==> src/rtl/qmn_pkg.sv <==
`timescale 1ns / 1ps
package qmn_pkg;
  localparam int unsigned CompW = 16;
  localparam int unsigned ProdW = 34;
  localparam int unsigned MagW  = 33;
  localparam int unsigned ScW   = 31;
  localparam int unsigned SqW   = 64;
  localparam int unsigned RootW = 32;

  typedef logic signed [CompW-1:0] comp_t;

  typedef struct packed {
    comp_t lw, lx, ly, lz, rw, rx, ry, rz;
  } qin_t;

  typedef struct packed {
    comp_t w, x, y, z;
    logic  zero_length;
  } qout_t;
endpackage

==> src/rtl/qmn_div.sv <==
`timescale 1ns / 1ps
// Pipelined restoring divider: q = floor(num / den), one quotient bit per stage.
module qmn_div import qmn_pkg::*; #(
  parameter int unsigned QW = 16,
  parameter int unsigned DW = 33
) (
  input  logic            clk_i,
  input  logic            en_i,
  input  logic [DW+QW-1:0] num_i,
  input  logic [DW-1:0]   den_i,
  output logic [QW-1:0]   q_o
);
  logic [DW+QW-1:0] n_q [QW];
  logic [DW-1:0]    d_q [QW];
  logic [QW-1:0]    q_q [QW];
  for (genvar g = 0; g < QW; g++) begin : g_st
    localparam int unsigned Sh = QW - 1 - g;
    logic [DW+QW-1:0] n_s, n_d;
    logic [DW-1:0]    d_s;
    logic [QW-1:0]    q_s;
    logic             bit_d;
    if (g == 0) begin : g_head
      assign n_s = num_i;
      assign d_s = den_i;
      assign q_s = '0;
    end else begin : g_body
      assign n_s = n_q[g-1];
      assign d_s = d_q[g-1];
      assign q_s = q_q[g-1];
    end
    always_comb begin
      bit_d = (n_s >> Sh) >= (DW+QW)'(d_s);
      n_d   = bit_d ? n_s - ((DW+QW)'(d_s) << Sh) : n_s;
    end
    always_ff @(posedge clk_i) begin
      if (en_i) begin
        n_q[g] <= n_d;
        d_q[g] <= d_s;
        q_q[g] <= {q_s[QW-2:0], bit_d};
      end
    end
  end
  assign q_o = q_q[QW-1];
endmodule

==> config.mk <==
export PLATFORM = sky130hd
export DESIGN_NAME = qmn_div
export DESIGN_NICKNAME = d
export VERILOG_FILES = /design/src/rtl/qmn_pkg.sv /design/src/rtl/qmn_div.sv
export SDC_FILE = /design/constraint.sdc
export NUM_CORES = 2
export LEC_CHECK = 0
export BUFFER_PORTS_ARGS = -buffer_cell sky130_fd_sc_hd__buf_2
export CAP_MARGIN = 20
export CORE_MARGIN = 3
export CORE_UTILIZATION = 60
export DETAILED_ROUTE_END_ITERATION = 7
export GPL_TIMING_DRIVEN = 0
export PLACE_DENSITY = 0.84
export SYNTH_ARGS = -nofsm -noshare
export SYNTH_HDL_FRONTEND = slang
export SYNTH_SLANG_ARGS = --single-unit
==> constraint.sdc <==
create_clock -name clk_i -period 11.5 [get_ports clk_i]
set_input_delay 1.15 -clock clk_i [delete_from_list [all_inputs] [get_ports clk_i]]
set_output_delay 1.15 -clock clk_i [all_outputs]
set_load 0.1 [all_outputs]
==> impl_metrics.ini <==
[worst_setup_path]
worst_path_largest_cell_delay_ns = 0.75
critical-path-slowest-cell = a2111oi_0
setup.worst_path.class = reg2reg
cp.arrival_ns = 6.40
endpoint_kind = flip-flop
timing.critical_path.required_ns = 11.98
path_max_fanout = 10
timing.critical_path.from_type = flip-flop
crit_path_cell_trace = inv_1 > ha_1 > nand3b_1 > a2111oi_0 > o211ai_1 > a2111oi_1 > o211ai_1 > o21ai_1 > a21boi_1 > inv_1 > buf_2 > buf_1 > a21oi_1
worst_setup_slack_for_register_to_register_paths_ns = 5.58

[synth]
synthesis.area_um2 = 77580
synth_adder_area_share_pct = 8.902
synth_top_area_cell = edfxtp_1
synth-simple-area-share_pct = 10.62
synth_compound_gate_area_share_pct = 15.72
yosysUniqueCellTypes = 84
synth-seq-area-share_pct = 52.87
asyncSetResetFlopFracSynth_pct = 0
yosys_register_bits = 1366
ys_dominant_reg_cell = edfxtp_1
mappedNetlistNets = 7735
synth.top_cells.by_count = 1,366 x edfxtp_1, 682 x a21oi_1, 668 x inv_1, 528 x ha_1, 502 x nand2_1
synth_cells = 7108
synth_xor_area_share_pct = 6.119
synth_top_family_by_area = compound AO/OA/AOI/OAI gates
synth.yosys.warnings = 0
post_synth.cell_area_avg_um2 = 10.91
synth_most_common_cell = edfxtp_1
synth_edf_count = 1366
share_of_yosys_cell_area_claimed_by_the_top_area_cell_type_pct = 52.87
netlist_top_cells_area = edfxtp_1 53%, ha_1 8.5%, a21oi_1 4.4%
post_synthesis_mux_area_share_pct = 1.569

[place]
gp_congestion = 0.9901
post_dp_hpwl_um = 152200
buffer_ports.inserted = 99

[clocking]
cts_made_buffers = 149
clock_path_buffers = 3
clock_tree_from_tritoncts = built
clock_sinks = 1366
ctsHtreeMaxLevel = 4
quantity_of_hold_fixing_buffers_added_after_cts = 0
cts_clk_pin_slew_worst_paths_ns = 0.06
post_cts_buffers = 0
clock_latency_ns = 0.78
root_buffer = clkbuf_16
cts_repair_resize_count = 0

[timing]
hold_viol_final = 0
final-setup-viol-count = 0
slew_viol_final = 0
rsz0062_at_grt = false
fmax_ghz = 0.1688
post-route-period-util_pct = 51.51
final.min_clock_period_ns = 5.923
worst_clock_skew_ns = 0.02487
max_slew.worst_pin.slew_ns = 1.286
setup_tns_ns = 0
relSlewSlack_pct = 13.48

[floorplan]
rows = 131
horizontal_die_dimension_um = 365.6
number_of_i_o_pins = 100
die_height_um = 365.6
dieArea_um2 = 133700
placeableCoreArea_um2 = 128000
initial_utilization_pct = 60.61

[outcome]
status = complete, no violations

[detailed_routing]
drt_first_iter_violations = 3646
drc = 0
detailroute.via_count = 54940
drt_pre_antenna_iters = 6
avgRoutedWirePerCell_um = 21.34
via_per_inst = 5.965
ant_nets = 0
postRouteWirelength_um = 196500

[global_routing]
number_of_global_route_vias_before_repair = 56640
antenna_found_initial = 3
wire_length_of_the_first_global_routing_pass_um = 301000
grt_residual_overflow = 0
grtUsageTotal_pct = 29.36
grt_start_max_net_pins = 199

[power]
vdd_ir_drop_max_mv = 0.1792
p_leak_nw = 34.33
power_density_nw_per_um2 = 255.9

[worst_hold_path]
min-delay-path-class = reg2reg

[layout]
layout-drive-gt1-share_pct = 6.482
number_of_nets_in_the_final_layout = 7994
syn_to_final_growth_pct = 9.994
antenna_cells = 0
final_core_utilization_pct = 66.66

[run]
max-cap-violations = 0
[path summary, 6_finish.rpt]
kind | from | endpoint | cells after the start
max reg2reg | n_q[1][6] | n_q[1][79] | 13
min reg2reg | n_q[0][61] | n_q[0][110] | 0
min | n_q[0][61] | n_q[0][110] | 0
max | n_q[1][6] | n_q[1][79] | 13
[sequential cells by signal (all words and copies together), names as in the netlist]
name / cells
n_q: 735
d_q: 495
q_q: 136
[power by group]
part | switching [mW] | internal (mW) | total [mW]
sequential | 0.707 | 7.20 | 7.90
combinational | 5.40 | 3.83 | 9.22
clock | 2.00 | 2.72 | 4.71
total | 8.10 | 13.7 | 21.8
[placed cells by master, fill, tap and decap left out, types with 49 or more instances in the layout]
cell	netlist	layout
nor2b_1	70	70
nand3_1	151	151
buf_2	7	106
o21a_1	65	65
and3_1	63	63
xnor2_1	321	321
nand2b_1	78	78
nor2_1	449	449
a31oi_1	54	53
inv_1	668	668
edfxtp_1	1366	1366
a211oi_1	52	52
mux2_2	76	76
nand4_1	99	99
xor2_1	221	221
o21bai_1	67	67
nand2_1	502	502
o21ai_0	444	444
a21o_1	307	307
clkbuf_16	0	151
a21oi_1	682	682
nor3_1	105	105
ha_1	528	528
o31ai_1	49	49
clkbuf_1	155	174
[worst max-delay path, delay by kind of cell (launching register included)]
family	cells	cell delay [ns]
AO/OA/AOI/OAI	7	3.06
adder cells (fa/ha/maj)	1	0.24
flip-flops	1	0.64
AND/OR/NAND/NOR	1	0.18
buffers and inverters	4	1.47
[metrics by stage]
step	setup WS (ns)	power (mW)	std cells	hold WS, ns	area [um^2]
detailed placement	5.449	17.01	8945	0.4045	80490
global placement	-11.15	17.02	8936	0.4004	80240
CTS	5.582	21.78	9211	0.4125	85340
global route	5.323	23.20	9211	0.4167	85340
finish	5.577	21.84	9211	0.4120	85340
floorplan	7.080	14.62	7108	0.4003	77580
[cell families after synthesis]
family | after synthesis
AOI/OAI and AO/OA | 1971
xor gates and xnor gates | 542
adders and majority gates | 543
buffers and inverters | 857
DFF | 1366
muxes | 102
and+or+nand+nor | 1727
[area by class of cell]
| class | instances | area (um^2) |
|---|---|---|
| timing repair buffer | 108 | 715.7 |
| inverter | 672 | 2522 |
| multi-input combinational | 4885 | 33340 |
| clock buffer | 170 | 3850 |
| clock inverter | 96 | 992.2 |
| sequential | 1366 | 41020 |
| tap | 1729 | 2163 |
| fill | 9533 | 42670 |
| buffer | 185 | 733.2 |
[layer usage]
metal	track usage, %	vias to the layer above	wire [um]
li1	-	26600	-
met1	25.13	25870	61860
met2	58.50	1750	109100
met3	3.671	730	6228
met4	25.43	0	19330
met5	0	-	0
(Power assumes the default switching activity.)
