[src/rtl/qmn_pkg.sv]
`timescale 1ns / 1ps
package qmn_pkg;
  localparam int unsigned CompW = 16;
  localparam int unsigned ProdW = 34;
  localparam int unsigned MagW  = 33;
  localparam int unsigned ScW   = 31;
  localparam int unsigned SqW   = 64;
  localparam int unsigned RootW = 32;

  typedef logic signed [CompW-1:0] comp_t;

  typedef struct packed {
    comp_t lw, lx, ly, lz, rw, rx, ry, rz;
  } qin_t;

  typedef struct packed {
    comp_t w, x, y, z;
    logic  zero_length;
  } qout_t;
endpackage

[src/rtl/qmn_isqrt.sv]
`timescale 1ns / 1ps
// Pipelined restoring square root, two result bits per stage.
module qmn_isqrt import qmn_pkg::*; #(
  parameter int unsigned Extra = 1
) (
  input  logic                   clk_i,
  input  logic                   en_i,
  input  logic [SqW-1:0]         s_i,
  input  logic [Extra-1:0][ScW:0] side_i,
  output logic [RootW-1:0]       root_o,
  output logic [Extra-1:0][ScW:0] side_o
);
  localparam int unsigned Stages = RootW / 2;
  logic [SqW-1:0]          rem_q  [Stages];
  logic [RootW-1:0]        root_q [Stages];
  logic [Extra-1:0][ScW:0] side_q [Stages];

  for (genvar g = 0; g < Stages; g++) begin : g_st
    logic [SqW-1:0]          rem_s, rem_d;
    logic [RootW-1:0]        root_s, root_d;
    logic [Extra-1:0][ScW:0] side_s;
    if (g == 0) begin : g_head
      assign rem_s  = s_i;
      assign root_s = '0;
      assign side_s = side_i;
    end else begin : g_body
      assign rem_s  = rem_q[g-1];
      assign root_s = root_q[g-1];
      assign side_s = side_q[g-1];
    end
    always_comb begin
      logic [RootW-1:0] r;
      logic [SqW-1:0]   rm;
      logic [RootW+1:0] t;
      r  = root_s;
      rm = rem_s;
      for (int b = 0; b < 2; b++) begin
        // trial: (4r+1) against the remainder bits brought down
        t = {r, 2'b01};
        if ((rm >> (SqW - 2 - 2 * (2 * g + b))) >= SqW'(t)) begin
          rm = rm - (SqW'(t) << (SqW - 2 - 2 * (2 * g + b)));
          r  = {r[RootW-2:0], 1'b1};
        end else begin
          r  = {r[RootW-2:0], 1'b0};
        end
      end
      rem_d  = rm;
      root_d = r;
    end
    always_ff @(posedge clk_i) begin
      if (en_i) begin
        rem_q[g]  <= rem_d;
        root_q[g] <= root_d;
        side_q[g] <= side_s;
      end
    end
  end

  assign root_o = root_q[Stages-1];
  assign side_o = side_q[Stages-1];
endmodule

[config.mk]
export PLATFORM = sky130hd
export DESIGN_NAME = qmn_isqrt
export DESIGN_NICKNAME = d
export VERILOG_FILES = /design/src/rtl/qmn_pkg.sv /design/src/rtl/qmn_isqrt.sv
export SDC_FILE = /design/constraint.sdc
export NUM_CORES = 2
export LEC_CHECK = 0
export BUFFER_PORTS_ARGS = -buffer_cell sky130_fd_sc_hd__buf_2
export CELL_PAD_IN_SITES_DETAIL_PLACEMENT = 1
export CELL_PAD_IN_SITES_GLOBAL_PLACEMENT = 1
export CORE_ASPECT_RATIO = 1.5
export CORE_MARGIN = 2
export CORE_UTILIZATION = 48
export CTS_BUF_LIST = sky130_fd_sc_hd__clkbuf_2
export CTS_CLUSTER_DIAMETER = 40
export DETAILED_ROUTE_END_ITERATION = 8
export GPL_ROUTABILITY_DRIVEN = 0
export PLACE_DENSITY = 0.76
export SYNTH_ARGS = -nofsm -noshare
export SYNTH_HDL_FRONTEND = slang
export SYNTH_SLANG_ARGS = --single-unit
[constraint.sdc]
create_clock -name clk_i -period 7.1 [get_ports clk_i]
set_input_delay 1.42 -clock clk_i [delete_from_list [all_inputs] [get_ports clk_i]]
set_output_delay 1.42 -clock clk_i [all_outputs]
set_load 0.005 [all_outputs]
==> impl_results.md <==
- Critical path class: flip-flop to flip-flop
- Cell Count, Final, Fillers Out: about 13,000
- Outcome: finished, final reports clean
- DRC: 0
- Post-Syn Area per Cell: between 10 and 15 um^2
- Starting density of the core: between 40 and 50%
- Worst hold-check path type: input port to flip-flop
- Port buffer count: roughly 160
- Die Area: between 200,000 and 250,000 um^2
- CP Cell Sequence: or4_1 > or3_1 > nor4_1 > and3_1 > nand2_1 > inv_1 > buf_4 > nor2_1 > nor2_1 > ha_1 > buf_4 > a21o_1 > a21o_1 > a221oi_1 > o21ai_0 > a31o_2 > a311o_1 > nand2_1 > and3_1 > clkinv_1 > buf_12 > mux2_2
- Setup-failing EPs final: 0
- CP max FO: 26
- Via count: around 74,000
- PwrDens: approximately 350 nW/um^2
- Commonest non-fill, non-tap cell in the layout: edfxtp_1
- VDD IR max: approximately 0.25 mV
- Final hold violations: 0
- Final worst setup slack: approximately 0.22 ns
- Initial antenna violation count: 8
- Fillers: approximately 22,000
- Global-route wire length before repair: ~430,000 um
- Fraction of layout cells with a size suffix above 1: 14.04%
- Synth area leaders: edfxtp_1 (53%), ha_1 (7.1%), xnor2_1 (4.5%)
- Worst-Margin Slew: ~1.2 ns
- Cell count after synthesis: 8,935
- Unique masters post-synth: 87
- Min Hold Slack: between 0.3 and 0.4 ns
- DRT Pass-1 Iters: 5
- CTS tree: built
- Clock-pin slew on the worst setup and hold paths: roughly 0.11 ns
- Dpl ws: -0.2273 ns
- Share of the synthesized area in the top cell type: 53.40%
- Critical path endpoint category: flip-flop
- Inst Count DP: around 12,000
- Detailed Place HPWL: 219,500 um
- CP required: between 8 and 9 ns
- Core area: just over 200,000 um^2
- TritonCTS buffer count: 404
- Routed WL: ~280,000 um
- CTS Sinks: ~1,700
- Post-DRT Antenna Nets: 0
- GR Overflow Total: 0
- Final net count: between 10,000 and 15,000
- Root buffer cell: clkbuf_2
- EDFF count, synth: 1,744
- Ys async rst share: 0%
- Yosys reg bits: between 1,500 and 2,000
- LEAKAGE: approximately 43 nW
- Startpoint type of the worst setup path: flip-flop
- Largest net degree at the start of global routing: between 150 and 200
- Design Power: 38.54 mW
- YS warnings: 0
- Area Overhead vs Synth: 12.10%
- Via density: 5.786
- Max Clock Skew: 0.1578 ns
- Initial DRC Count: 2,922
- CP max stage delay: 0.79 ns
- Upper clock frequency limit: ~0.15 GHz
- Slowest-stage cell, CP: nor4_1
- I/O pin cnt: 162
- # Max-Cap Violations: 0
- Clock Latency Late Sink: between 1.5 and 2 ns
- Slew Limit Fails: 0
- Clk buf depth: 4
- Area of the mapped netlist: approximately 98,000 um^2
- Most frequent cells in the layout: edfxtp_1 (1,744), nand2_1 (708), nor2_1 (700)
- Minimum clock period: slightly below 7 ns
- Syn_nets: 9,588
- Vias in the first global route: approximately 80,000
- H-Tree Depth: 5
- Die width: 373.1 um
- Fin crit share: between 90% and 100%
- Wire per inst: roughly 22 um
- Slew margin rel.: roughly 17%
- Sequential-to-total area share from yosys stat: approximately 53%
- Row Count: 203
- Crit path DAT: about 8.2 ns
- Vert. Die Dim: about 560 um
- Largest area contributor in the netlist: edfxtp_1
- Predominant post-synthesis flop cell: edfxtp_1
- Total track usage: 26.62%
report_power, final:
part	switching [mW]	internal (mW)	leakage [nW]	total, mW
clock network	4.05	2.70	2.83	6.75
registers	1.08	13.3	16.8	14.4
logic	10.4	7.02	23.8	17.4
final timing paths:
path                                       to          start  slack [ns]  depth (start not counted)
worst min-delay path             rem_q[0][21]           en_i        0.30                          1
worst max register to register  rem_q[1][335]  rem_q[1][316]        0.22                         22
worst max-delay path            rem_q[1][335]  rem_q[1][316]        0.22                         22
worst min register to register  root_q[1][81]  root_q[1][47]        0.35                          0
cell usage after synthesis, drive strengths merged (17+ instances only):
| library cell | number |
|---|---|
| o211ai | 48 |
| o21a | 100 |
| or4 | 65 |
| a2111oi | 27 |
| a31oi | 64 |
| and2 | 69 |
| edfxtp | 1744 |
| clkbuf | 211 |
| a211oi | 54 |
| and3 | 74 |
| nand2 | 709 |
| a31o | 17 |
| nand3b | 27 |
| nand4 | 171 |
| nor4b | 37 |
| nor2 | 701 |
| ha | 555 |
| or3 | 83 |
| mux2i | 29 |
| a221o | 17 |
| nor3 | 240 |
| a21o | 268 |
| a21oi | 676 |
| a211o | 21 |
| o21bai | 70 |
| o2111ai | 19 |
| or2 | 59 |
| a21boi | 44 |
| and4 | 31 |
| nor2b | 82 |
| nand3 | 196 |
| o21ai | 451 |
| o31ai | 62 |
| a221oi | 21 |
| nand4b | 26 |
| inv | 519 |
| buf | 25 |
| nand2b | 97 |
| xnor2 | 505 |
| o31a | 24 |
| xor2 | 292 |
| mux2 | 80 |
| nor3b | 28 |
| nor4 | 139 |
per-stage QoR:
stage	area (um^2)	TNS (ns)	util, %
after floorplan	98070	0	-
after global placement	104900	-0.6711	51.54
after detailed placement	104900	-4.928	51.54
after CTS	109700	0	53.94
after global routing	109900	-0.00003730	54.04
final	109900	0	54.04
flip-flops by register name (all words and copies together) (netlist names):
name,flops
rem_q,960
root_q,272
side_q,512
cell type report:
| class | count | area [um^2] | share of cell area, % |
|---|---|---|---|
| repair buffers | 697 | 5356 | 4.872 |
| clock inverters | 150 | 1061 | 0.9651 |
| clock buffers | 559 | 2798 | 2.545 |
| inverters | 521 | 1956 | 1.779 |
| flip-flops and latches | 1744 | 52370 | 47.64 |
| well taps | 2665 | 3334 | 3.033 |
| multi-input cells | 6434 | 43050 | 39.16 |
| diodes | 4 | 10.01 | 0.009105 |
cell families after synthesis:
family	count (synthesis)	synth area share, %
fa+ha+maj	555	7.081
flops	1744	53.40
simple gates	2858	14.59
mux	109	1.215
buf+inv	757	2.912
compound gates	2115	13.69
xor+xnor	797	7.118
worst max-delay path, delay by kind of cell, from the launching register on:
family / cells / cell delay, ns
AOI/OAI and AO/OA: 6 / 1.61
buffers and inverters: 5 / 1.02
adders and majority gates: 1 / 0.34
DFF: 1 / 0.44
muxes: 1 / 0.29
and+or+nand+nor: 9 / 2.90
per-layer routing:
metal	up-vias	global-route usage, %	share of wire (%)
li1	35248	-	-
met1	35890	23.43	33
met2	1720	52.41	55
met3	1035	3.606	2.9
met4	12	22.76	9.4
met5	-	0	0.026
repair_timing:
item,4_1_cts,5_1_grt
setup buffers,0,6
pin swaps,0,9
hold buffers,98,0
resized for setup,9,32
endpoints found under the setup margin,55,162
endpoints found under the hold margin,98,0
Note: power is estimated with default switching activity, not from simulation.
